## config.mk

```make
export PLATFORM = sky130hd
export DESIGN_NAME = json_token_lexer_top
export DESIGN_NICKNAME = d
export VERILOG_FILES = /design/src/hdl/jtl_pkg.sv /design/src/hdl/jtl_step.sv /design/src/hdl/json_token_lexer_top.sv
export VERILOG_INCLUDE_DIRS = /design/src /design/src/hdl
export SDC_FILE = /design/constraint.sdc
export NUM_CORES = 1
export LEC_CHECK = 0
export BUFFER_PORTS_ARGS = -buffer_cell sky130_fd_sc_hd__buf_4
export CORE_MARGIN = 1.5
export CORE_UTILIZATION = 38
export DETAILED_ROUTE_END_ITERATION = 16
export GPL_TIMING_DRIVEN = 0
export SLEW_MARGIN = 15
export SYNTH_ARGS = -nofsm -noshare
export SYNTH_HDL_FRONTEND = slang
export SYNTH_SLANG_ARGS = --single-unit
```

## constraint.sdc

```tcl
create_clock -name clk_i -period 3.4 [get_ports clk_i]
set_clock_uncertainty 0.05 [all_clocks]
set_input_delay 0.17 -clock clk_i [delete_from_list [all_inputs] [get_ports clk_i]]
set_output_delay 0.17 -clock clk_i [all_outputs]
set_load 0.05 [all_outputs]
```

## src/hdl/json_token_lexer_top_defines.svh

```systemverilog
// Assertion macros for the JSON token lexer.
// Included by json_token_lexer_top.sv; depends on nothing else.
`ifndef JSON_TOKEN_LEXER_TOP_DEFINES_SVH
`define JSON_TOKEN_LEXER_TOP_DEFINES_SVH

// Same-cycle implication, checked outside reset.
`define JTL_ASSERT_NOW(label, clk, rst_n, ante, cons, msg) \
  label: assert property (@(posedge clk) disable iff (!rst_n) (ante) |-> (cons)) \
    else $error(msg);

// Next-cycle implication, checked outside reset.
`define JTL_ASSERT_NEXT(label, clk, rst_n, ante, cons, msg) \
  label: assert property (@(posedge clk) disable iff (!rst_n) (ante) |=> (cons)) \
    else $error(msg);

`endif

```

## src/hdl/jtl_pkg.sv

```systemverilog
// Shared types and constants of the JSON token lexer.
// Used by jtl_step.sv and json_token_lexer_top.sv; depends on nothing.
`timescale 1ns / 1ps
`default_nettype none

package jtl_pkg;

  typedef enum logic [3:0] {
    M_IDLE  = 4'd0,
    M_SIGN  = 4'd1,
    M_ZERO  = 4'd2,
    M_INT   = 4'd3,
    M_DOT   = 4'd4,
    M_FRAC  = 4'd5,
    M_EMARK = 4'd6,
    M_ESIGN = 4'd7,
    M_EXP   = 4'd8,
    M_STR   = 4'd9,
    M_ESC   = 4'd10,
    M_KW    = 4'd11,
    M_ERR   = 4'd12
  } mode_e;

  typedef enum logic [3:0] {
    K_LBRACE    = 4'd0,
    K_RBRACE    = 4'd1,
    K_LBRACK    = 4'd2,
    K_RBRACK    = 4'd3,
    K_COMMA     = 4'd4,
    K_COLON     = 4'd5,
    K_INT_END   = 4'd6,
    K_FLOAT_END = 4'd7,
    K_STR_END   = 4'd8,
    K_KW_END    = 4'd9,
    K_EOT       = 4'd10,
    K_BYTE      = 4'd11,
    K_ERROR     = 4'd12
  } kind_e;

  typedef enum logic [3:0] {
    E_NONE        = 4'd0,
    E_LONE_MINUS  = 4'd1,
    E_NO_FRAC     = 4'd2,
    E_NO_EXP      = 4'd3,
    E_ESC_AT_END  = 4'd4,
    E_UNICODE_ESC = 4'd5,
    E_BAD_ESC     = 4'd6,
    E_UNTERM_STR  = 4'd7,
    E_UNEXPECTED  = 4'd8
  } err_e;

  typedef struct packed {
    kind_e      kind;
    logic [7:0] payload;
    err_e       err;
  } res_t;

  localparam int unsigned MaxRes = 3;

  // One lexing step: up to three results and the mode left behind.
  typedef struct packed {
    mode_e                  mode;
    logic [1:0]             cnt;
    res_t [MaxRes-1:0]      res;
  } step_t;

  // Character codes.
  localparam logic [7:0] CH_TAB    = 8'h09;
  localparam logic [7:0] CH_LF     = 8'h0A;
  localparam logic [7:0] CH_CR     = 8'h0D;
  localparam logic [7:0] CH_SPACE  = 8'h20;
  localparam logic [7:0] CH_QUOTE  = 8'h22;
  localparam logic [7:0] CH_PLUS   = 8'h2B;
  localparam logic [7:0] CH_COMMA  = 8'h2C;
  localparam logic [7:0] CH_MINUS  = 8'h2D;
  localparam logic [7:0] CH_DOT    = 8'h2E;
  localparam logic [7:0] CH_SLASH  = 8'h2F;
  localparam logic [7:0] CH_ZERO   = 8'h30;
  localparam logic [7:0] CH_NINE   = 8'h39;
  localparam logic [7:0] CH_COLON  = 8'h3A;
  localparam logic [7:0] CH_UP_A   = 8'h41;
  localparam logic [7:0] CH_UP_E   = 8'h45;
  localparam logic [7:0] CH_UP_Z   = 8'h5A;
  localparam logic [7:0] CH_LBRACK = 8'h5B;
  localparam logic [7:0] CH_BSLASH = 8'h5C;
  localparam logic [7:0] CH_RBRACK = 8'h5D;
  localparam logic [7:0] CH_UNDER  = 8'h5F;
  localparam logic [7:0] CH_LO_A   = 8'h61;
  localparam logic [7:0] CH_LO_B   = 8'h62;
  localparam logic [7:0] CH_LO_E   = 8'h65;
  localparam logic [7:0] CH_LO_F   = 8'h66;
  localparam logic [7:0] CH_LO_N   = 8'h6E;
  localparam logic [7:0] CH_LO_R   = 8'h72;
  localparam logic [7:0] CH_LO_T   = 8'h74;
  localparam logic [7:0] CH_LO_U   = 8'h75;
  localparam logic [7:0] CH_LO_Z   = 8'h7A;
  localparam logic [7:0] CH_LBRACE = 8'h7B;
  localparam logic [7:0] CH_RBRACE = 8'h7D;
  localparam logic [7:0] CH_BS     = 8'h08;
  localparam logic [7:0] CH_FF     = 8'h0C;

endpackage

`default_nettype wire

```

## src/hdl/jtl_step.sv

```systemverilog
// Combinational lexing step: one item plus the current mode in, results out.
// Depends on jtl_pkg.
`timescale 1ns / 1ps
`default_nettype none

module jtl_step (
  input  jtl_pkg::mode_e mode_i,
  input  logic [7:0]     text_byte_i,
  input  logic           has_byte_i,
  input  logic           end_of_text_i,
  output jtl_pkg::step_t step_o
);
  import jtl_pkg::*;

  typedef struct packed {
    logic  hit;
    res_t  r;
    mode_e m;
  } idle_t;

  localparam res_t RES_NONE = '{kind: K_LBRACE, payload: 8'h00, err: E_NONE};

  function automatic logic is_digit(input logic [7:0] b);
    return (b >= CH_ZERO) && (b <= CH_NINE);
  endfunction

  function automatic res_t mk(input kind_e k, input logic [7:0] p, input err_e e);
    res_t r;
    r.kind    = k;
    r.payload = p;
    r.err     = e;
    return r;
  endfunction

  // Byte seen between tokens; after_tok marks a byte that just closed a token.
  function automatic idle_t idle_byte(input logic [7:0] b, input logic after_tok);
    idle_t o;
    o.hit = 1'b1;
    o.r   = RES_NONE;
    o.m   = M_IDLE;
    case (b) inside
      CH_SPACE, CH_TAB, CH_LF, CH_CR: o.hit = 1'b0;
      CH_LBRACE: o.r = mk(K_LBRACE, 8'h00, E_NONE);
      CH_RBRACE: o.r = mk(K_RBRACE, 8'h00, E_NONE);
      CH_LBRACK: o.r = mk(K_LBRACK, 8'h00, E_NONE);
      CH_RBRACK: o.r = mk(K_RBRACK, 8'h00, E_NONE);
      CH_COMMA:  o.r = mk(K_COMMA, 8'h00, E_NONE);
      CH_COLON:  o.r = mk(K_COLON, 8'h00, E_NONE);
      CH_QUOTE: begin
        o.hit = 1'b0;
        o.m   = M_STR;
      end
      default: begin
        if (is_digit(b) || (b == CH_MINUS) || ((b >= CH_LO_A) && (b <= CH_LO_Z))) begin
          if (after_tok) begin
            o.r = mk(K_ERROR, 8'h00, E_UNEXPECTED);
            o.m = M_ERR;
          end else begin
            o.r = mk(K_BYTE, b, E_NONE);
            if (b == CH_MINUS)     o.m = M_SIGN;
            else if (b == CH_ZERO) o.m = M_ZERO;
            else if (is_digit(b))  o.m = M_INT;
            else                   o.m = M_KW;
          end
        end else begin
          o.r = mk(K_ERROR, 8'h00, E_UNEXPECTED);
          o.m = M_ERR;
        end
      end
    endcase
    return o;
  endfunction

  idle_t      ib_start;
  idle_t      ib_after;
  logic       dig;
  logic       emark;
  res_t [1:0] b_res;
  logic [1:0] b_cnt;
  mode_e      mid;
  res_t [1:0] e_res;
  logic [1:0] e_cnt;

  assign ib_start = idle_byte(text_byte_i, 1'b0);
  assign ib_after = idle_byte(text_byte_i, 1'b1);
  assign dig      = is_digit(text_byte_i);
  assign emark    = (text_byte_i == CH_LO_E) || (text_byte_i == CH_UP_E);

  // Byte part.
  always_comb begin
    b_res[0] = mk(K_BYTE, text_byte_i, E_NONE);
    b_res[1] = RES_NONE;
    b_cnt    = 2'd0;
    mid      = mode_i;
    if (has_byte_i) begin
      unique case (mode_i) inside
        M_IDLE: begin
          b_res[0] = ib_start.r;
          b_cnt    = {1'b0, ib_start.hit};
          mid      = ib_start.m;
        end
        M_SIGN: begin
          b_cnt = 2'd1;
          if (dig) begin
            mid = (text_byte_i == CH_ZERO) ? M_ZERO : M_INT;
          end else begin
            b_res[0] = mk(K_ERROR, 8'h00, E_LONE_MINUS);
            mid      = M_ERR;
          end
        end
        M_ZERO, M_INT: begin
          b_cnt = 2'd1;
          if ((mode_i == M_INT) && dig) begin
            mid = M_INT;
          end else if (text_byte_i == CH_DOT) begin
            mid = M_DOT;
          end else if (emark) begin
            mid = M_EMARK;
          end else begin
            b_res[0] = mk(K_INT_END, 8'h00, E_NONE);
            b_res[1] = ib_after.r;
            b_cnt    = ib_after.hit ? 2'd2 : 2'd1;
            mid      = ib_after.m;
          end
        end
        M_DOT: begin
          b_cnt = 2'd1;
          if (dig) begin
            mid = M_FRAC;
          end else begin
            b_res[0] = mk(K_ERROR, 8'h00, E_NO_FRAC);
            mid      = M_ERR;
          end
        end
        M_FRAC, M_EXP: begin
          b_cnt = 2'd1;
          if (dig) begin
            mid = mode_i;
          end else if (emark && (mode_i == M_FRAC)) begin
            mid = M_EMARK;
          end else begin
            b_res[0] = mk(K_FLOAT_END, 8'h00, E_NONE);
            b_res[1] = ib_after.r;
            b_cnt    = ib_after.hit ? 2'd2 : 2'd1;
            mid      = ib_after.m;
          end
        end
        M_EMARK, M_ESIGN: begin
          b_cnt = 2'd1;
          if (dig) begin
            mid = M_EXP;
          end else if ((mode_i == M_EMARK) &&
                       ((text_byte_i == CH_PLUS) || (text_byte_i == CH_MINUS))) begin
            mid = M_ESIGN;
          end else begin
            b_res[0] = mk(K_ERROR, 8'h00, E_NO_EXP);
            mid      = M_ERR;
          end
        end
        M_STR: begin
          if (text_byte_i == CH_BSLASH) begin
            mid = M_ESC;
          end else if (text_byte_i == CH_QUOTE) begin
            b_res[0] = mk(K_STR_END, 8'h00, E_NONE);
            b_cnt    = 2'd1;
            mid      = M_IDLE;
          end else begin
            b_cnt = 2'd1;
          end
        end
        M_ESC: begin
          b_cnt = 2'd1;
          mid   = M_STR;
          case (text_byte_i) inside
            CH_QUOTE, CH_SLASH, CH_BSLASH: b_res[0] = mk(K_BYTE, text_byte_i, E_NONE);
            CH_LO_B: b_res[0] = mk(K_BYTE, CH_BS, E_NONE);
            CH_LO_F: b_res[0] = mk(K_BYTE, CH_FF, E_NONE);
            CH_LO_N: b_res[0] = mk(K_BYTE, CH_LF, E_NONE);
            CH_LO_R: b_res[0] = mk(K_BYTE, CH_CR, E_NONE);
            CH_LO_T: b_res[0] = mk(K_BYTE, CH_TAB, E_NONE);
            CH_LO_U: begin
              b_res[0] = mk(K_ERROR, 8'h00, E_UNICODE_ESC);
              mid      = M_ERR;
            end
            default: begin
              b_res[0] = mk(K_ERROR, 8'h00, E_BAD_ESC);
              mid      = M_ERR;
            end
          endcase
        end
        M_KW: begin
          b_cnt = 2'd1;
          if (!(((text_byte_i >= CH_LO_A) && (text_byte_i <= CH_LO_Z)) ||
                ((text_byte_i >= CH_UP_A) && (text_byte_i <= CH_UP_Z)) ||
                dig || (text_byte_i == CH_UNDER))) begin
            b_res[0] = mk(K_KW_END, 8'h00, E_NONE);
            b_res[1] = ib_after.r;
            b_cnt    = ib_after.hit ? 2'd2 : 2'd1;
            mid      = ib_after.m;
          end
        end
        default: b_cnt = 2'd0;
      endcase
    end
  end

  // End-of-text part, from the mode the byte left.
  always_comb begin
    e_res[0] = mk(K_EOT, 8'h00, E_NONE);
    e_res[1] = mk(K_EOT, 8'h00, E_NONE);
    e_cnt    = 2'd0;
    if (end_of_text_i) begin
      unique case (mid) inside
        M_IDLE: e_cnt = 2'd1;
        M_SIGN: begin
          e_res[0] = mk(K_ERROR, 8'h00, E_LONE_MINUS);
          e_cnt    = 2'd1;
        end
        M_ZERO, M_INT: begin
          e_res[0] = mk(K_INT_END, 8'h00, E_NONE);
          e_cnt    = 2'd2;
        end
        M_DOT: begin
          e_res[0] = mk(K_ERROR, 8'h00, E_NO_FRAC);
          e_cnt    = 2'd1;
        end
        M_FRAC, M_EXP: begin
          e_res[0] = mk(K_FLOAT_END, 8'h00, E_NONE);
          e_cnt    = 2'd2;
        end
        M_EMARK, M_ESIGN: begin
          e_res[0] = mk(K_ERROR, 8'h00, E_NO_EXP);
          e_cnt    = 2'd1;
        end
        M_STR: begin
          e_res[0] = mk(K_ERROR, 8'h00, E_UNTERM_STR);
          e_cnt    = 2'd1;
        end
        M_ESC: begin
          e_res[0] = mk(K_ERROR, 8'h00, E_ESC_AT_END);
          e_cnt    = 2'd1;
        end
        M_KW: begin
          e_res[0] = mk(K_KW_END, 8'h00, E_NONE);
          e_cnt    = 2'd2;
        end
        default: e_cnt = 2'd0;
      endcase
    end
  end

  // Pack byte results first, then end results.
  always_comb begin
    step_o.mode   = end_of_text_i ? M_IDLE : mid;
    step_o.cnt    = b_cnt + e_cnt;
    step_o.res[0] = (b_cnt != 2'd0) ? b_res[0] : e_res[0];
    step_o.res[1] = (b_cnt == 2'd2) ? b_res[1] : ((b_cnt == 2'd1) ? e_res[0] : e_res[1]);
    step_o.res[2] = (b_cnt == 2'd2) ? e_res[0] : e_res[1];
  end

endmodule

`default_nettype wire

```

## src/hdl/json_token_lexer_top.sv

```systemverilog
// Streaming JSON token lexer, top level.
// Depends on jtl_pkg, jtl_step and json_token_lexer_top_defines.svh.
//
// Usage:
//   Input channel (in_valid_i / in_ready_o) carries one request per item:
//   a text byte, has_byte_i (byte present) and end_of_text_i (text ends
//   after this item). Output channel (out_valid_o / out_ready_i) carries
//   one token result per transfer: kind, payload byte, error code and
//   last_of_run_o, which flags the last result caused by an input request.
//   An item causes zero to three results.
// Path: the first result of a request is valid after it has passed the
//   input register, then the result group; a busy result group holds it.
// Throughput: one request per cycle while out_ready_i is high and each
//   request causes at most one result; a request with more results holds
//   the output port (one result per cycle), which sets the sustained rate.
// Reset: clears the input register, the result group and the lexer mode
//   (idle between tokens); no item is pending afterwards.
// Stall: when out_ready_i is low the result group holds; the input
//   register then holds one more request and in_ready_o drops.
`timescale 1ns / 1ps
`default_nettype none

`include "json_token_lexer_top_defines.svh"

module json_token_lexer_top (
  input  logic       clk_i,
  input  logic       rst_ni,
  input  logic       in_valid_i,
  output logic       in_ready_o,
  input  logic [7:0] text_byte_i,
  input  logic       has_byte_i,
  input  logic       end_of_text_i,
  output logic       out_valid_o,
  input  logic       out_ready_i,
  output logic [3:0] kind_o,
  output logic [7:0] payload_o,
  output logic [3:0] error_code_o,
  output logic       last_of_run_o
);
  import jtl_pkg::*;

  // Input register.
  logic       in_vld_q;
  logic [7:0] in_byte_q;
  logic       in_has_q;
  logic       in_eot_q;

  // Lexer mode, updated when an item moves into the result group.
  mode_e mode_q;

  // Result group: the results of one item, drained one per cycle while out_ready_i is high.
  res_t [MaxRes-1:0] grp_res_q;
  logic [1:0]        grp_cnt_q;
  logic [1:0]        grp_idx_q;

  step_t step;
  res_t  cur;
  logic  grp_last;
  logic  pop;
  logic  grp_free;
  logic  load;

  jtl_step u_step (
    .mode_i        (mode_q),
    .text_byte_i   (in_byte_q),
    .has_byte_i    (in_has_q),
    .end_of_text_i (in_eot_q),
    .step_o        (step)
  );

  // Group is free when empty or when its last result leaves this cycle.
  assign grp_last   = (grp_idx_q == (grp_cnt_q - 2'd1));
  assign out_valid_o = (grp_cnt_q != 2'd0);
  assign pop        = out_valid_o && out_ready_i;
  assign grp_free   = (grp_cnt_q == 2'd0) || (pop && grp_last);
  assign load       = in_vld_q && grp_free;
  assign in_ready_o = !in_vld_q || load;

  always_comb begin
    case (grp_idx_q)
      2'd0:    cur = grp_res_q[0];
      2'd1:    cur = grp_res_q[1];
      default: cur = grp_res_q[2];
    endcase
  end

  assign kind_o        = cur.kind;
  assign payload_o     = cur.payload;
  assign error_code_o  = cur.err;
  assign last_of_run_o = grp_last;

  // Input register: take a new request when empty or whenever the held one moves on.
  always_ff @(posedge clk_i or negedge rst_ni) begin
    if (!rst_ni) begin
      in_vld_q <= 1'b0;
    end else if (in_ready_o) begin
      in_vld_q <= in_valid_i;
    end
  end

  always_ff @(posedge clk_i) begin
    if (in_valid_i && in_ready_o) begin
      in_byte_q <= text_byte_i;
      in_has_q  <= has_byte_i;
      in_eot_q  <= end_of_text_i;
    end
  end

  // Mode and result group control.
  always_ff @(posedge clk_i or negedge rst_ni) begin
    if (!rst_ni) begin
      mode_q    <= M_IDLE;
      grp_cnt_q <= 2'd0;
      grp_idx_q <= 2'd0;
    end else if (load) begin
      mode_q    <= step.mode;
      grp_cnt_q <= step.cnt;
      grp_idx_q <= 2'd0;
    end else if (pop) begin
      if (grp_last) begin
        grp_cnt_q <= 2'd0;
        grp_idx_q <= 2'd0;
      end else begin
        grp_idx_q <= grp_idx_q + 2'd1;
      end
    end
  end

  always_ff @(posedge clk_i) begin
    if (load) begin
      grp_res_q <= step.res;
    end
  end

  // Checks.
  `JTL_ASSERT_NOW(a_idx_in_range, clk_i, rst_ni, out_valid_o, grp_idx_q < grp_cnt_q,
                  "result index beyond group count")
  `JTL_ASSERT_NOW(a_error_is_last, clk_i, rst_ni, out_valid_o && (kind_o == K_ERROR),
                  last_of_run_o, "error result not last of its run")
  `JTL_ASSERT_NEXT(a_in_hold, clk_i, rst_ni, in_vld_q && !load,
                   in_vld_q && $stable(in_byte_q) && $stable(in_eot_q),
                   "held request lost or changed")
  `JTL_ASSERT_NEXT(a_load_restart, clk_i, rst_ni, load, grp_idx_q == 2'd0,
                   "group index not restarted on load")

endmodule

`default_nettype wire
```

---- Yosys cells after proc, flatten, opt, wreduce, memory -nomap -nowiden ----
Cells that the tools add are included.
storage, ports and cells
  bits in registers ....................... 67
  input bits .............................. 14
  output and inout bits ................... 19
  word-level logic and storage cells ...... 237
operators by class
  equality and inequality tests ........... 52
  $lt $le $gt $ge ......................... 6
  mux-type cells .......................... 120
  reduce and logical (&&, ||, !) cells .... 40
  add/sub/neg operators ................... 3
operator list
  kind                                                                                  number
  16-bit two-way mux                                                                    28
  32-bit two-way mux                                                                    7
  20-bit two-way mux                                                                    8
  4-bit two-way mux                                                                     38
  16-bit case mux with 9 select lines                                                   1
  16-bit case mux with 8 select lines                                                   1
  8-bit by 7-bit == test with 1-bit output (second input constant)                      14
  8-bit by 6-bit == test with 1-bit output (second input constant)                      9
  16-bit case mux with 3 select lines                                                   1
  15-bit two-way mux                                                                    3
  4-bit case mux with 9 select lines                                                    1
  4-bit by 3-bit == test with 1-bit output (second input constant)                      8
  4-bit == test (second input constant)                                                 8
  2-bit two-way mux                                                                     16
  16-bit case mux with 2 select lines                                                   1
  8-bit by 4-bit == test with 1-bit output (second input constant)                      3
  19-bit two-way mux                                                                    1
  4-bit by 2-bit == test with 1-bit output (second input constant)                      4
  8-bit by 7-bit greater-or-equal comparator with 1-bit output (second input constant)  2
  8-bit by 7-bit <= comparator with 1-bit output (second input constant)                2
  14-bit two-way mux                                                                    1
  2-bit case mux with 6 select lines                                                    1
  2-bit OR reduction                                                                    6
  1-bit logical AND                                                                     10
  22 further kinds                                                                      47

---- Longest topological paths before layout ----
Gate-level depths: netlist of the first run.
  word-level depth ........................ 28
  mapped depth ............................ 17
  gate-level depth less buffers ........... 14

---- Hierarchy ----
From an unflattened synthesis of the first run, not the netlist that was laid out.
unflattened totals
  cells, all modules ...................... 533
  area, all modules ....................... 4,936.0 µm²
modules (own cells, without submodules)
  module                times used  cells an instance  area an instance (µm²)
  json_token_lexer_top  1           161                2,518.7
  jtl_step              1           372                2,417.3

---- Worst setup path after synthesis of the first run ----
No wires, ideal clock.
  path kind ............................... register to register
  start ................................... register in_byte_q[7]
  end ..................................... register grp_cnt_q[1]
  library setup time ...................... 88 ps
  required time ........................... 3,262 ps
  path buffers ............................ 2
  slack ................................... -210 ps
  arrival ................................. 3,472 ps
  period minus slack after synthesis ...... 3,610 ps
  stages on the path, launching flop included .. 17
  path through ............................ edfxtp_1 -> or4b_4 -> buf_6 -> or4_4 -> buf_6 -> a2bb2oi_1 -> nand4_1 -> a31oi_2 -> a31o_2 -> nor2_1 -> a21oi_1 -> a21oi_1 -> ha_1 -> xnor2_1 -> nand3_1 -> o21a_1 -> o211ai_1
on the way
  longest elaborated chain between the ends .. 22
  elaborated cells between the ends (all ways) .. 123
RTL lines
  what                                                                                                                                   line                         RTL
  from (decl)                                                                                                                            json_token_lexer_top.sv:44   logic [7:0] in_byte_q;
  from (signal assigned)                                                                                                                 json_token_lexer_top.sv:103  in_byte_q <= text_byte_i;
  8-bit by 6-bit greater-or-equal comparator with 1-bit output / 8-bit by 6-bit <= comparator with 1-bit output (equally long branches)  jtl_step.sv:24               return (b >= CH_ZERO) && (b <= CH_NINE);
  1-bit logical AND                                                                                                                      jtl_step.sv:24
  4-bit two-way mux                                                                                                                      jtl_step.sv:62               else if (is_digit(b)) o.m = M_INT;
  4-bit two-way mux                                                                                                                      jtl_step.sv:61               else if (b == CH_ZERO) o.m = M_ZERO;
  4-bit two-way mux                                                                                                                      jtl_step.sv:60               if (b == CH_MINUS) o.m = M_SIGN;
  19-bit two-way mux                                                                                                                     jtl_step.sv:54               if (is_digit(b) || (b == CH_MINUS) || ((b >= CH_LO_A) && (b <= CH_LO_Z))) begin
  4-bit two-way mux (8 in a row)                                                                                                         jtl_step.sv:41               case (b) inside
  4-bit case mux with 9 select lines                                                                                                     jtl_step.sv:96               unique case (mode_i) inside
  4-bit two-way mux                                                                                                                      jtl_step.sv:95               if (has_byte_i) begin
  4-bit == test (no line) (tied with other cells)                                                                                        n/a
  7-bit OR reduction (no line) / 5-bit OR reduction (equally long branches)                                                              n/a
  2-bit case mux with 2 select lines                                                                                                     jtl_step.sv:213              unique case (mid) inside
  2-bit two-way mux                                                                                                                      jtl_step.sv:212              if (end_of_text_i) begin
  2-bit adder (*)                                                                                                                        jtl_step.sv:255              step_o.cnt = b_cnt + e_cnt;
  2-bit two-way mux (*)                                                                                                                  json_token_lexer_top.sv:115  end else if (load) begin
  to (signal assigned)                                                                                                                   json_token_lexer_top.sv:117  grp_cnt_q <= step.cnt;
  to (decl)                                                                                                                              json_token_lexer_top.sv:53   logic [1:0] grp_cnt_q;
Every way passes the cells marked *; elsewhere a longest branch is shown, timed or not.
A chain may end at the register's enable or synchronous reset.

---- Worst setup path after layout of the first run ----
  start ................................... register in_byte_q[2]
  end ..................................... register grp_cnt_q[1]
The elaborated chain is that of the path after synthesis.

==> flow_summary.ini, run 1 <==
[power_and_ir_drop]
sw_frac_of_total = 0.512
p_seq_frac = 0.224
power_frac_clock = 0.072
ir_worst_vdd_mv = 0.704
powerDensity_nw_per_um2 = 960
p_sw_uw = 2550
combPwrFrac = 0.704
power_uw = 4990
internal_power_uw = 2440
p_leak_uw = 0.00194

[placed_design]
portBuffers = 32
dpl_worst_slack_ps = -704
hpwl_um = 8900
gp_congestion = 0.962
dpl_cell_area_um2 = 4330

[setup_path]
endpoint_kind = flop
r2r_slack_ps = -310
timing.rr.start = in_byte_q[2]
r2r_end = grp_cnt_q[1]
crit_buf_inv = 1
crit_slowest_cell = or4_4
cp_cell_sequence = buf_6 -> or4_4 -> a32oi_4 -> o211ai_1 -> or2_1 -> a211o_1 -> a31o_2 -> nor2_4 -> a21oi_2 -> a21oi_1 -> ha_2 -> xnor2_2 -> nand3_1 -> o21a_1 -> o211ai_1
cp_max_fo = 7
crit_type = reg2reg
cpPeakStageDelay_ps = 520
worstPathRequired_ps = 3590
critPathMostFrequentCell = o211ai_1
cp_data_arrival_time_ps = 3890
crit_path_start_kind = flop
crit_start = in_byte_q[2]
cp_top_family = compound AO/OA/AOI/OAI gates
reg2regPathDepth = 15

[floorplan]
dieArea_um2 = 10900
row_count = 36
die_w_um = 104
die_h_um = 104
io_pins = 33
coreArea_um2 = 9860
initial_core_util = 0.395

[sta]
max_slew.worst_pin.slew_ps = 784
rsz0062_at_grt = true
setup_ws_ps = -305
period_minus_slack_ps = 3710
finalCritPeriodShare = 1.09
setup_viol = 11
slew_headroom = 0.464
final_hold_viol_count = 0
slew_violations = 0
finalSetupTns_ps = -1530
max_freq_mhz = 270

[routing]
drcViolationCount = 0
ant_nets = 0
drt-total-wl_um = 13000
viasPerCell = 6.07
drtIter0Drc = 342
drt-pass1-iter-count = 5
vias = 4066
wire_per_inst_um = 19.3

[clock_tree]
clk_pin_slew_ps = 100
cts_buffer_depth = 2
clock_latency_ps = 320
h-tree-depth = 2
cts_sinks = 50
cts_buffers = 5
root_buffer = clkbuf_8
cts_tree = done

[hold_path]
min_path_type = in2async

[yosys]
synth_top_family_by_area = simple AND/OR/NAND/NOR gates
syn_area_um2 = 3890
async_flop_share = 0.180
ys_ff_latch = 50
synth_fa_ha_area_frac = 0.0129
synth-warning-count = 0
netlist_instances = 448
syn_area_per_cell_um2 = 8.69
ys.flop_type = edfxtp_1
synthMuxAreaShare = 0.00900
synth_edf_count = 41
synth_cell_types = 81
yosysSeqAreaShare = 0.374
synth_compound_area_frac = 0.257
yosys.area_share.simple = 0.283
synth-xor-area-share = 0.0158

[flow_run]
maxCapViolations = 0

[global_routing]
grt_pass1_vias = 3710
antenna_found_initial = 0
track_usage = 0.228
grt_max_degree = 34
grt_overflow = 0
grt_pass1_wl_um = 19600

[final_layout]
fin_util = 0.527
fin_nets = 554
multi_input_area_um2 = 2640
fillerInstances = 901
syn_to_final_growth_pct = 33.6
antenna_cells = 0
fin_area_um2 = 5200
drive_gt1_frac = 0.311
register_area_um2 = 1460

[run_status]
run_status = finished with violations
violations = setup timing
-- through the flow --
step	hold WS, ps	std cells
finish	147	670
global route	164	670
CTS	149	652
detailed placement	-49.7	618
global placement	-51.6	618
floorplan	-176	453
-- how the worst max path moves through the flow --
stage / slack, ps / to / cells past startpoint
2_1_floorplan: -160 / grp_cnt_q[1] / 16
3_3_place_gp: -680 / grp_cnt_q[1] / 15
3_5_place_dp: -700 / grp_cnt_q[1] / 15
4_1_cts: -300 / grp_cnt_q[1] / 15
5_1_grt: -500 / grp_cnt_q[1] / 15
6_report: -310 / grp_cnt_q[1] / 15
-- Yosys cell counts, types with 5 or more instances --
| cell type | count | area, um^2 |
|---|---|---|
| nor4_1 | 11 | 68.8 |
| nor3_1 | 15 | 75.1 |
| nand2_1 | 55 | 206 |
| a22o_1 | 7 | 61.3 |
| o21a_1 | 6 | 45.0 |
| a31oi_1 | 5 | 31.3 |
| a21oi_1 | 20 | 100 |
| nor2_1 | 39 | 146 |
| o21ai_0 | 22 | 110 |
| a22oi_1 | 13 | 97.6 |
| dfrtp_1 | 9 | 225 |
| inv_1 | 12 | 45.0 |
| or3_1 | 6 | 37.5 |
| nor2b_1 | 8 | 50.1 |
| xnor2_1 | 7 | 61.3 |
| clkbuf_1 | 23 | 86.3 |
| nand3_1 | 9 | 45.0 |
| and2_1 | 12 | 75.1 |
| edfxtp_1 | 41 | 1230 |
| or2_2 | 6 | 37.5 |
| nand4_1 | 7 | 43.8 |
| nand2b_1 | 7 | 43.8 |
-- cells by family (layout without fill, tap and decap cells) --
logic type               Yosys count  in the layout
multiplexers                       3              3
other                              2              7
AND/OR/NAND/NOR                  206            206
XOR/XNOR                           7              7
adder cells (fa/ha/maj)            4              4
buffers and inverters             42            126
flip-flops                        50             50
AO/OA/AOI/OAI                    134            134
-- registers in the layout, summed over array words and instances (netlist names) --
signal / flops
in_has_q: 1
grp_idx_q: 2
mode_q: 4
grp_res_q: 31
in_vld_q: 1
in_eot_q: 1
in_byte_q: 8
grp_cnt_q: 2
-- layout make-up --
type | count | area share
tap | 133 | 0.0320
multi-input combinational | 361 | 0.508
clock buffer | 6 | 0.0140
timing repair buffer | 81 | 0.130
inverter | 12 | 0.00866
clock inverter | 2 | 0.00265
sequential | 50 | 0.280
buffer | 25 | 0.0241
-- metal layers --
| layer | track usage | share of wire | wire [um] |
|---|---|---|---|
| met5 | 0 | 0 | 0 |
| met4 | 0.102 | 0.034 | 438 |
| met3 | 0.0464 | 0.084 | 1080 |
| met2 | 0.338 | 0.45 | 5870 |
| met1 | 0.320 | 0.43 | 5570 |
-- power by group through the flow --
| stage | registers (uW) | clock network (uW) | logic, uW |
|---|---|---|---|
| after floorplan | 1090 | 0 | 2090 |
| after global placement | 1110 | 0 | 2810 |
| after detailed placement | 1120 | 0 | 2820 |
| after CTS | 1110 | 372 | 3130 |
| after global routing | 1150 | 394 | 3740 |
| final | 1120 | 358 | 3510 |
-- cell usage in the layout (no fill, tap or decap), drive strengths merged, types with 6 or more instances in the layout --
| cell type | count |
|---|---|
| buf | 77 |
| nand2 | 55 |
| edfxtp | 41 |
| nor2 | 40 |
| o21ai | 23 |
| clkbuf | 23 |
| a21oi | 21 |
| nor3 | 16 |
| and2 | 14 |
| a22oi | 13 |
| inv | 13 |
| dlygate4sd3 | 12 |
| nor4 | 11 |
| dfrtp | 9 |
| nand3 | 9 |
| nor2b | 8 |
| a31oi | 8 |
| nand4 | 7 |
| a22o | 7 |
| conb | 7 |
| nand2b | 7 |
| xnor2 | 7 |
| or2 | 7 |
| o21a | 6 |
| or3 | 6 |
-- repair_timing --
item,CTS,global route
hold buffers,12,0
endpoints found under the setup margin,23,21
hold endpoints to repair,20,0
resized for setup,52,60
setup buffers,17,21
pin swaps,16,13
Power figures use the tool's default switching activity.
==> inputs of run 2 (changes only) <==
CORE_ASPECT_RATIO = 0.75   (was unset)
GPL_TIMING_DRIVEN = unset   (was 0)
==> flow_summary.ini, run 2 (synthesis gave the netlist of run 1 again) <==
[clock_tree]
clk_pin_slew_ps = 70
cts_buffer_depth = 2
clock_latency_ps = 290
cts_sinks = 50
cts_buffers = 5
h-tree-depth = 2
root_buffer = clkbuf_16
cts_tree = done

[power_and_ir_drop]
p_seq_frac = 0.220
combPwrFrac = 0.666
internal_power_uw = 2670
sw_frac_of_total = 0.474
power_frac_clock = 0.114
powerDensity_nw_per_um2 = 953
p_sw_uw = 2400
ir_worst_vdd_mv = 0.480
p_leak_uw = 0.00213

[global_routing]
grt_max_degree = 33
use_met1 = 0.371
grt_busiest_layer = met1
use_met2 = 0.309
grt_overflow = 0
antenna_found_initial = 0
track_usage = 0.231
gr-usage-met3 = 0.0625
grt_pass1_vias = 3626
grt_pass1_wl_um = 19800

[floorplan]
row_count = 31
coreArea_um2 = 9810
die_w_um = 120
dieArea_um2 = 10900
initial_core_util = 0.397
io_pins = 33
die_h_um = 90.7

[routing]
drt-pass1-iter-count = 4
ant_nets = 0
drcViolationCount = 0
vias = 3975
drt-total-wl_um = 12500
viasPerCell = 5.69
wire_per_inst_um = 17.9
drtIter0Drc = 295

[final_layout]
fin_util = 0.542
registers.top_by_ff_count = grp_res_q
mostFrequentLayoutCells = buf_4 (128), nand2_1 (55), edfxtp_1 (41), nor2_1 (37), o21ai_0 (20)
final_common_cell = buf_4
fin_nets = 584
fin_area_um2 = 5320
largest_register_ffs = 31
syn_to_final_growth_pct = 36.6
drive_gt1_frac = 0.325
reg.largest.list = grp_res_q (31), in_byte_q (8), mode_q (4)
antenna_cells = 0

[setup_path]
crit_slowest_cell = or4b_4
crit_type = reg2reg
crit_start = in_byte_q[7]
crit_path_start_kind = flop
cp_cell_sequence = or4b_4 -> or4_4 -> and3_4 -> nor3_2 -> and2_4 -> a31oi_4 -> mux2i_1 -> o21ai_1 -> a21oi_1 -> ha_2 -> xnor2_2 -> nand3_2 -> o21a_1 -> o211ai_1
cp_top_family = simple AND/OR/NAND/NOR gates
cpPeakStageDelay_ps = 600
cp_data_arrival_time_ps = 3690
cp_max_fo = 7
worstPathRequired_ps = 3570
timing.rr.start = in_byte_q[7]
crit_buf_inv = 0
endpoint_kind = flop

[placed_design]
portBuffers = 32
hpwl_um = 9740
dpl_cell_area_um2 = 4880
gp_congestion = 1.03

[sta]
setup_ws_ps = -120
finalCritPeriodShare = 1.04
slew_violations = 0
max_slew.worst_pin.slew_ps = 856
finalSetupTns_ps = -123
final_hold_viol_count = 0
slew_headroom = 0.414
whs_ps = 0.421
setup_viol = 2
period_minus_slack_ps = 3520
max_freq_mhz = 284
rsz0062_at_grt = true

[flow_run]
maxCapViolations = 0

[hold_path]
hold_start = text_byte_i[6]
min_path_type = in2reg

[run_status]
violations = setup timing
run_status = finished with violations
[run 2: final timing paths]
kind                                end  depth (start not counted)  slack, ps
setup / recovery           grp_cnt_q[1]                         14       -120
hold / removal             in_byte_q[6]                          1        0.4
setup reg to reg           grp_cnt_q[1]                         14       -120
hold reg to reg            grp_idx_q[0]                          1        480
max in group asynchronous     mode_q[0]                          2       2980
min in group asynchronous  grp_cnt_q[1]                          2        180
[run 2: final cells by class]
cell class	instances	area [um^2]
Fill cell	907	4490
Clock buffer	5	125
Timing Repair Buffer	136	1050
Inverter	12	45.0
Multi-Input combinational cell	361	2430
Sequential cell	50	1460
Tap cell	132	165
Clock inverter	3	48.8
[run 2: power groups by stage]
stage	combinational (uW)	clock, uW	sequential (uW)
after detailed placement	3130	0	1130
final	3370	580	1110
after floorplan	2090	0	1090
after global routing	3630	614	1140
after global placement	3130	0	1120
after CTS	3150	590	1110
[run 2: through the flow]
step	total power [uW]	setup WS, ps	cells
after floorplan	3180	-163	453
after global placement	4240	-52.3	677
after detailed placement	4250	-115	677
after CTS	4860	-81.6	691
after global routing	5390	-278	699
final	5070	-120	699
[run 2: timing repair]
item                                    4_1_cts  5_1_grt
pin swaps                                     2       14
hold buffers                                  5        2
buffers inserted                              1        6
resized for setup                             3       24
endpoints found under the setup margin        2       12
endpoints found under the hold margin        13        2
[run 2: worst register-to-register path, delay by kind of cell (launching register included)]
family,cells,cell delay (ps)
AND/OR/NAND/NOR,6,1890
AO/OA/AOI/OAI,5,600
flip-flops,1,390
adder cells (fa/ha/maj),1,210
multiplexers,1,160
XOR/XNOR,1,140
[run 2: layer usage]
metal / up-vias / wire length [um]
li1: 1941 / -
met1: 1851 / 6370
met2: 169 / 4950
met3: 14 / 1020
met4: 0 / 145
met5: - / 0
==> inputs of run 3 (changes only) <==
HOLD_SLACK_MARGIN = 0.12   (was unset)
REMOVE_ABC_BUFFERS = 1   (was unset)
SYNTH_HIERARCHICAL = 1   (was unset)
==> flow_summary.ini, run 3 <==
[run_status]
run_status = finished with violations
violations = setup timing

[yosys]
synthMuxAreaShare = 0.0205
synth_top_family_by_area = simple AND/OR/NAND/NOR gates
synth_cell_types = 88
synth-xor-area-share = 0.0124
netlist_instances = 533
synth_edf_count = 58
yosys.area.top_type = edfxtp_1
syn_area_per_cell_um2 = 9.26
async_flop_share = 0.134
ys_top_cells_by_count = nand2_1 (71), edfxtp_1 (58), nor2_1 (28), buf_4 (26), nor3_1 (23)
synth-warning-count = 6
syn_area_um2 = 4940
ys_ff_latch = 67
synth_compound_area_frac = 0.222
synth.most_common_cell = nand2_1
synthDominantCellAreaShare = 0.353
yosys.area_share.simple = 0.252
yosys-top-cells-area = edfxtp_1 (35%), nand2_1 (5.4%), dfrtp_1 (4.6%)
ys.flop_type = edfxtp_1
synth_fa_ha_area_frac = 0.0122
yosysSeqAreaShare = 0.398

[clock_tree]
root_buffer = clkbuf_16
h-tree-depth = 3
cts_buffer_depth = 2
cts_sinks = 67
cts_buffers = 9
clock_latency_ps = 340
cts_tree = done
clk_pin_slew_ps = 60

[floorplan]
dieArea_um2 = 13700
die_h_um = 102
coreArea_um2 = 12500
row_count = 35
initial_core_util = 0.395
die_w_um = 135
io_pins = 33

[setup_path]
endpoint_kind = flop
cp_cell_sequence = buf_4 -> or3b_4 -> a221o_2 -> a21oi_2 -> o221ai_2 -> a32o_2 -> nand3_2 -> a21oi_2 -> o21a_1 -> ha_2 -> xnor2_2 -> xnor2_1 -> nand2_1 -> o21ai_1 -> a221o_1
crit_slowest_cell = edfxtp_1
crit_type = reg2reg
r2r_end = grp_cnt_q[1]
crit_start = in_byte_q[6]
cpPeakStageDelay_ps = 440
critPathMostFrequentCell = a21oi_2
reg2regPathDepth = 15
r2r_slack_ps = -140
cp_data_arrival_time_ps = 3710
worstPathRequired_ps = 3570
crit_path_start_kind = flop
timing.rr.start = in_byte_q[6]
cp_max_fo = 4

[global_routing]
grt_pass1_wl_um = 26100
antenna_found_initial = 0
grt_max_degree = 49
track_usage = 0.255
grt_pass1_vias = 4803
grt_overflow = 0

[placed_design]
dpl_cell_area_um2 = 6250
hpwl_um = 12900
portBuffers = 32
gp_congestion = 0.970
dpl_worst_slack_ps = -249

[power_and_ir_drop]
powerDensity_nw_per_um2 = 1020
p_leak_uw = 0.00301
ir_worst_vdd_mv = 0.537

[final_layout]
reg.largest.list = grp_res_q (48), in_byte_q (8), mode_q (4)
drive_gt1_frac = 0.399
fin_util = 0.572
fin_nets = 748
syn_to_final_growth_pct = 44.7
fin_area_um2 = 7140
registers.top_by_ff_count = grp_res_q
largest_register_ffs = 48
fillerInstances = 1098
mostFrequentLayoutCells = buf_4 (203), nand2_1 (71), edfxtp_1 (58), nor2_1 (26), conb_1 (24)
antenna_cells = 0
final_common_cell = buf_4

[routing]
wire_per_inst_um = 18.7
drtIter0Drc = 456
drt-total-wl_um = 16900
vias = 5057
drt-pass1-iter-count = 5
viasPerCell = 5.62
drcViolationCount = 0
ant_nets = 0

[sta]
max_slew.worst_pin.slew_ps = 613
period_minus_slack_ps = 3540
finalCritPeriodShare = 1.04
final_hold_viol_count = 0
rsz0062_at_grt = true
slew_violations = 0
setup_ws_ps = -139
slew_headroom = 0.588
max_freq_mhz = 283
finalSetupTns_ps = -139
setup_viol = 1
whs_ps = 138

[hold_path]
min_path_type = in2async

[flow_run]
maxCapViolations = 0
## run 3: cell types whose count changed after synthesis, sizes merged, moves of 6 or more
cell | previous run | this run
clkbuf | 23 | 15
nor3 | 16 | 24
a22o | 7 | 0
o211ai | 4 | 10
and3 | 4 | 14
buf | 7 | 44
nand3 | 9 | 19
nand2 | 55 | 71
edfxtp | 41 | 58
nand4 | 7 | 1
a22oi | 13 | 20
nor2 | 40 | 30
and2 | 14 | 6
## run 3: per-stage QoR
step	total power, uW	std cells
finish	7280	900
detailed placement	5930	845
CTS	7160	892
global placement	5890	845
floorplan	4140	496
global route	7670	900
## run 3: repair_timing
item                       4_1_cts  5_1_grt
hold buffers                    13        0
resized for setup               41       15
buffers inserted                20        8
pin swaps                       18       10
setup endpoints to repair        2        4
hold endpoints to repair        21        0
## run 3: cell families after synthesis
group / after synthesis
xor gates and xnor gates: 7
adders and majority gates: 5
buffers and inverters: 72
other: 2
muxes: 8
and+or+nand+nor: 226
AOI/OAI and AO/OA: 146
DFF: 67
## run 3: metal layers
metal | vias up | GRT usage | wire length [um] | share of wire
met3 | 25 | 0.0526 | 1580 | 0.093
li1 | 2371 | - | - | -
met2 | 241 | 0.387 | 7210 | 0.43
met5 | - | 0 | 0 | 0
met4 | 0 | 0.0736 | 245 | 0.015
met1 | 2420 | 0.366 | 7840 | 0.46
## run 3: how the worst max path moves through the flow
stage | to | slack, ps | cells past startpoint
final | grp_cnt_q[1] | -140 | 15
after global placement | grp_cnt_q[1] | -200 | 17
after CTS | grp_cnt_q[1] | -30 | 15
after floorplan | grp_cnt_q[1] | -260 | 15
after detailed placement | grp_cnt_q[1] | -250 | 16
after global routing | grp_cnt_q[1] | -250 | 16
## run 3: worst max-delay path: cells and delay by family, from the launching register on
kind | cells | cell delay (ps)
AOI/OAI and AO/OA | 8 | 1710
xor gates and xnor gates | 2 | 270
adders and majority gates | 1 | 180
buffers and inverters | 1 | 170
DFF | 1 | 440
and+or+nand+nor | 3 | 600
## run 3: power breakdown
group | internal [uW] | leakage [uW] | total, uW | switching, uW
Clock | 638 | 0.000148 | 997 | 359
Combinational | 1910 | 0.00219 | 4710 | 2810
Sequential | 1370 | 0.000673 | 1570 | 196
Total | 3910 | 0.00301 | 7280 | 3360
## run 3: final cells by class
class	count	area, um^2	share of cell area
timing repair buffer	223	1730	0.243
sequential	67	1970	0.275
clock inverter	6	88.8	0.0124
clock buffer	9	225	0.0315
multi-input combinational	416	2870	0.402
tap	166	208	0.0291
inverter	13	48.8	0.00683
